--- src/rtl/core/kpu_pkg.sv ---
// shared types, constants and factorial table for the permutation unrank core
package kpu_pkg;

  localparam int MAX_N        = 20;
  localparam int RANK_W       = 62;
  localparam int SIZE_W       = 5;
  localparam int QUOT_W       = 5;
  localparam int MASK_W       = MAX_N;
  localparam int STEP_W       = 3;
  localparam int TRIAL_W      = RANK_W + QUOT_W - 1;
  localparam logic [SIZE_W-1:0] PERM_SIZE_RST = 5'd4;

  typedef enum logic [1:0] {
    ST_IDLE,
    ST_CHECK,
    ST_DIV,
    ST_SEL
  } kpu_state_t;

  // factorial of 0..20
  function automatic logic [RANK_W-1:0] fact(input logic [SIZE_W-1:0] i);
    logic [RANK_W-1:0] f;
    case (i)
      5'd0:    f = 62'd1;
      5'd1:    f = 62'd1;
      5'd2:    f = 62'd2;
      5'd3:    f = 62'd6;
      5'd4:    f = 62'd24;
      5'd5:    f = 62'd120;
      5'd6:    f = 62'd720;
      5'd7:    f = 62'd5040;
      5'd8:    f = 62'd40320;
      5'd9:    f = 62'd362880;
      5'd10:   f = 62'd3628800;
      5'd11:   f = 62'd39916800;
      5'd12:   f = 62'd479001600;
      5'd13:   f = 62'd6227020800;
      5'd14:   f = 62'd87178291200;
      5'd15:   f = 62'd1307674368000;
      5'd16:   f = 62'd20922789888000;
      5'd17:   f = 62'd355687428096000;
      5'd18:   f = 62'd6402373705728000;
      5'd19:   f = 62'd121645100408832000;
      5'd20:   f = 62'd2432902008176640000;
      default: f = 62'd2432902008176640000;
    endcase
    return f;
  endfunction

endpackage

--- src/rtl/core/kpu_select.sv ---
// picks the q-th (from zero) set bit of the unused mask, highest set bit if q is too large
module kpu_select (
  input  logic [kpu_pkg::MASK_W-1:0] mask,
  input  logic [kpu_pkg::QUOT_W-1:0] quot,
  output logic [kpu_pkg::SIZE_W-1:0] idx
);

  logic [kpu_pkg::MASK_W-1:0] hit;
  logic [kpu_pkg::SIZE_W:0]   cnt [kpu_pkg::MASK_W];
  logic [kpu_pkg::SIZE_W:0]   target;
  logic [kpu_pkg::SIZE_W-1:0] hit_idx;
  logic [kpu_pkg::SIZE_W-1:0] top_idx;

  // prefix counts per bit, each independent
  always_comb begin
    target = {1'b0, quot} + 6'd1;
    for (int i = 0; i < kpu_pkg::MASK_W; i++) begin
      cnt[i] = (kpu_pkg::SIZE_W+1)'($countones(mask &
               ~({kpu_pkg::MASK_W{1'b1}} << (i + 1))));
      hit[i] = mask[i] && (cnt[i] == target);
    end
  end

  // one-hot hit to index, plus highest set bit for saturation
  always_comb begin
    hit_idx = '0;
    top_idx = '0;
    for (int i = 0; i < kpu_pkg::MASK_W; i++) begin
      if (hit[i]) begin
        hit_idx = hit_idx | kpu_pkg::SIZE_W'(i);
      end
      if (mask[i]) begin
        top_idx = kpu_pkg::SIZE_W'(i);
      end
    end
    idx = (|hit) ? hit_idx : top_idx;
  end

endmodule

--- config.mk ---
export PLATFORM = sky130hd
export DESIGN_NAME = kpu_select
export DESIGN_NICKNAME = d
export VERILOG_FILES = /design/src/rtl/core/kpu_pkg.sv /design/src/rtl/core/kpu_select.sv
export SDC_FILE = /design/constraint.sdc
export NUM_CORES = 1
export LEC_CHECK = 0
export ABC_AREA = 1
export BUFFER_PORTS_ARGS = -buffer_cell sky130_fd_sc_hd__buf_2
export CAP_MARGIN = 40
export CORE_MARGIN = 1.5
export CORE_UTILIZATION = 25
export DETAILED_ROUTE_END_ITERATION = 12
export GPL_TIMING_DRIVEN = 0
export PLACE_DENSITY = 0.49
export SYNTH_ARGS = -nofsm -noshare
export SYNTH_HDL_FRONTEND = slang
export SYNTH_SLANG_ARGS = --single-unit
--- constraint.sdc ---
create_clock -name vclk -period 9.1
set_clock_uncertainty 0.1 [all_clocks]
set_input_delay 0.91 -clock vclk [all_inputs]
set_output_delay 0.91 -clock vclk [all_outputs]
set_load 0.01 [all_outputs]
==> out/summary.txt <==
status: finished clean
Hold Vio Cnt, Final: 0
die width: 131 um
maximum vdd drop: 104 uV
setup ws final: 0.879 ns
critical path type: primary input to output port
Max Slew Vio Count: 0
setup TNS: 0 ns
cts hold-fix bufs: 0
Final Cycle Share: 90.3%
Crit path arrival time: 7.21 ns
Worst Path Required: 8.09 ns
first-pass GRT wire length: 21000 um
antenna violations before repair: 0
Starting Density: 25.8%
dpl cells: 896
sequential share of power: 0%
vias in the first global route: 3982
RSZ-0062 raised after global routing: no
die height: 131 um
initial detailed-routing violation count: 209
switch share: 62.1%
Buf/Inv on CP: 9
crit start category: primary input
final cell count without fillers: 896
crit end category: output port
post-synthesis sequential area ratio: 0%
Final nets: 790
Max-slew headroom: 51.8%
Placement Setup Slack: 0.470 ns
# DRC: 0
LEAKAGE: 0.00248 uW
port bufs: 30
gr usage total: 14.9%
Switch Pwr: 598 uW
Avg Cell Area, Syn: 6.34 um^2
register area: 0 um^2
Post-Syn Nets: 758
fmax: 0.122 GHz
Final Hold Slack: 2.20 ns
final setup fails: 0
Synth Cell Area: 0.00412 mm^2
commonest non-fill, non-tap cell in the layout: nand2_1
final wirelength: 12800 um
Crit path max-delay family: adder cells
crit path time final: 8.22 ns
DRT Pass-1 Iters: 5
die area: 0.0173 mm^2
via count: 4134
Post-DP HPWL: 10700 um
Ys Warns: 0
DR WL/cell: 14.2 um
FP Rows: 46
clock buffers: 0
Max FO, Critical Path: 12
core area: 0.0160 mm^2
Clock power frac: 0%
Antenna Nets Post-Route: 0
cell count along the critical path: 32
I/O pin count: 30
routed vias/inst: 4.61
Hold WC Path Type: primary input to output port
post-CTS sizing: 0
# diodes: 0
internal power: 365 uW
critical path's slowest cell: fa_1
maxcap violations: 0
global route overflow: 0
area grow syn2layout: 10.3%
Netlist cell types: 51
P per Cell Area: 212 mW/mm^2
max incr delay on CP: 0.65 ns
largest net degree at the start of global routing: 13
Combinational Power Share: 100.0%
Final Wtd Congestion: 0.843
hold depth: 6
worst slew pin tran: 0.723 ns
num sequential: 0
Post-Syn Instances: 650
most frequent cells in the layout: nand2_1 (171), inv_1 (98), ha_1 (57)
Post-CTS Repair Setup Buffers: 0
share of cells above drive strength 1: 12.4%
worst paths after layout:
check | end | slack [ns] | from
setup / recovery | idx[2] | 0.88 | mask[1]
hold / removal | idx[0] | 2.20 | mask[19]
power groups by stage:
stage,sequential [uW],clock [uW],combinational (uW)
floorplan,0,0,742
global placement,0,0,961
detailed placement,0,0,964
CTS,0,0,967
global route,0,0,1110
finish,0,0,963
through the flow:
step | util (%) | power [uW] | instance area (um^2)
CTS | 28.4 | 967 | 4540
global placement | 28.4 | 961 | 4540
global route | 28.4 | 1110 | 4550
floorplan | - | 742 | 4120
detailed placement | 28.4 | 964 | 4540
finish | 28.4 | 963 | 4550
synth_stat cells, drive strengths merged:
cell	number	area share, %
xnor2	9	2.4
fa	25	12
o22ai	3	0.46
and2	1	0.15
ha	58	18
buf	3	0.39
a211oi	3	0.55
a2111oi	4	0.85
nor2	59	5.9
nor4	2	0.30
nor3b	2	0.36
inv	108	9.8
o21ai	21	2.6
o2111ai	1	0.21
o31ai	1	0.18
nand2	194	20
a21oi	21	2.5
nand3	59	8.3
a21boi	1	0.18
a21o	1	0.18
and3b	1	0.21
clkinv	1	0.091
a41oi	1	0.21
o221ai	5	1.1
a31oi	2	0.30
nand4	15	2.6
xor2	27	6.1
xnor3	1	0.55
o221a	1	0.27
or2	2	0.30
clkbuf	5	0.46
nor3	7	0.85
a22oi	2	0.36
nand3b	4	1.0
layout make-up:
type / count / area, um^2
timing repair buffer: 30 / 150
fill: 1863 / 11500
buffer: 8 / 35.0
tap: 216 / 270
inverter: 109 / 409
multi-input combinational: 533 / 3680
layer usage:
| layer | part of all wire [%] | GRT usage (%) | wire length, um |
|---|---|---|---|
| met5 | 0 | 0 | 0 |
| met1 | 49 | 20.9 | 6320 |
| met4 | 1.0 | 1.36 | 130 |
| met3 | 3.6 | 0.579 | 462 |
| met2 | 46 | 26.2 | 5860 |
cells by family (layout without fill, tap and decap cells):
group,Yosys count,count (layout),synth area share (%)
AND/OR/NAND/NOR,346,346,40.5
buffers and inverters,117,147,10.8
adder cells (fa/ha/maj),83,83,29.7
AO/OA/AOI/OAI,67,67,10.0
XOR/XNOR,37,37,9.01
No activity file was read; power rests on OpenSTA's default activity.
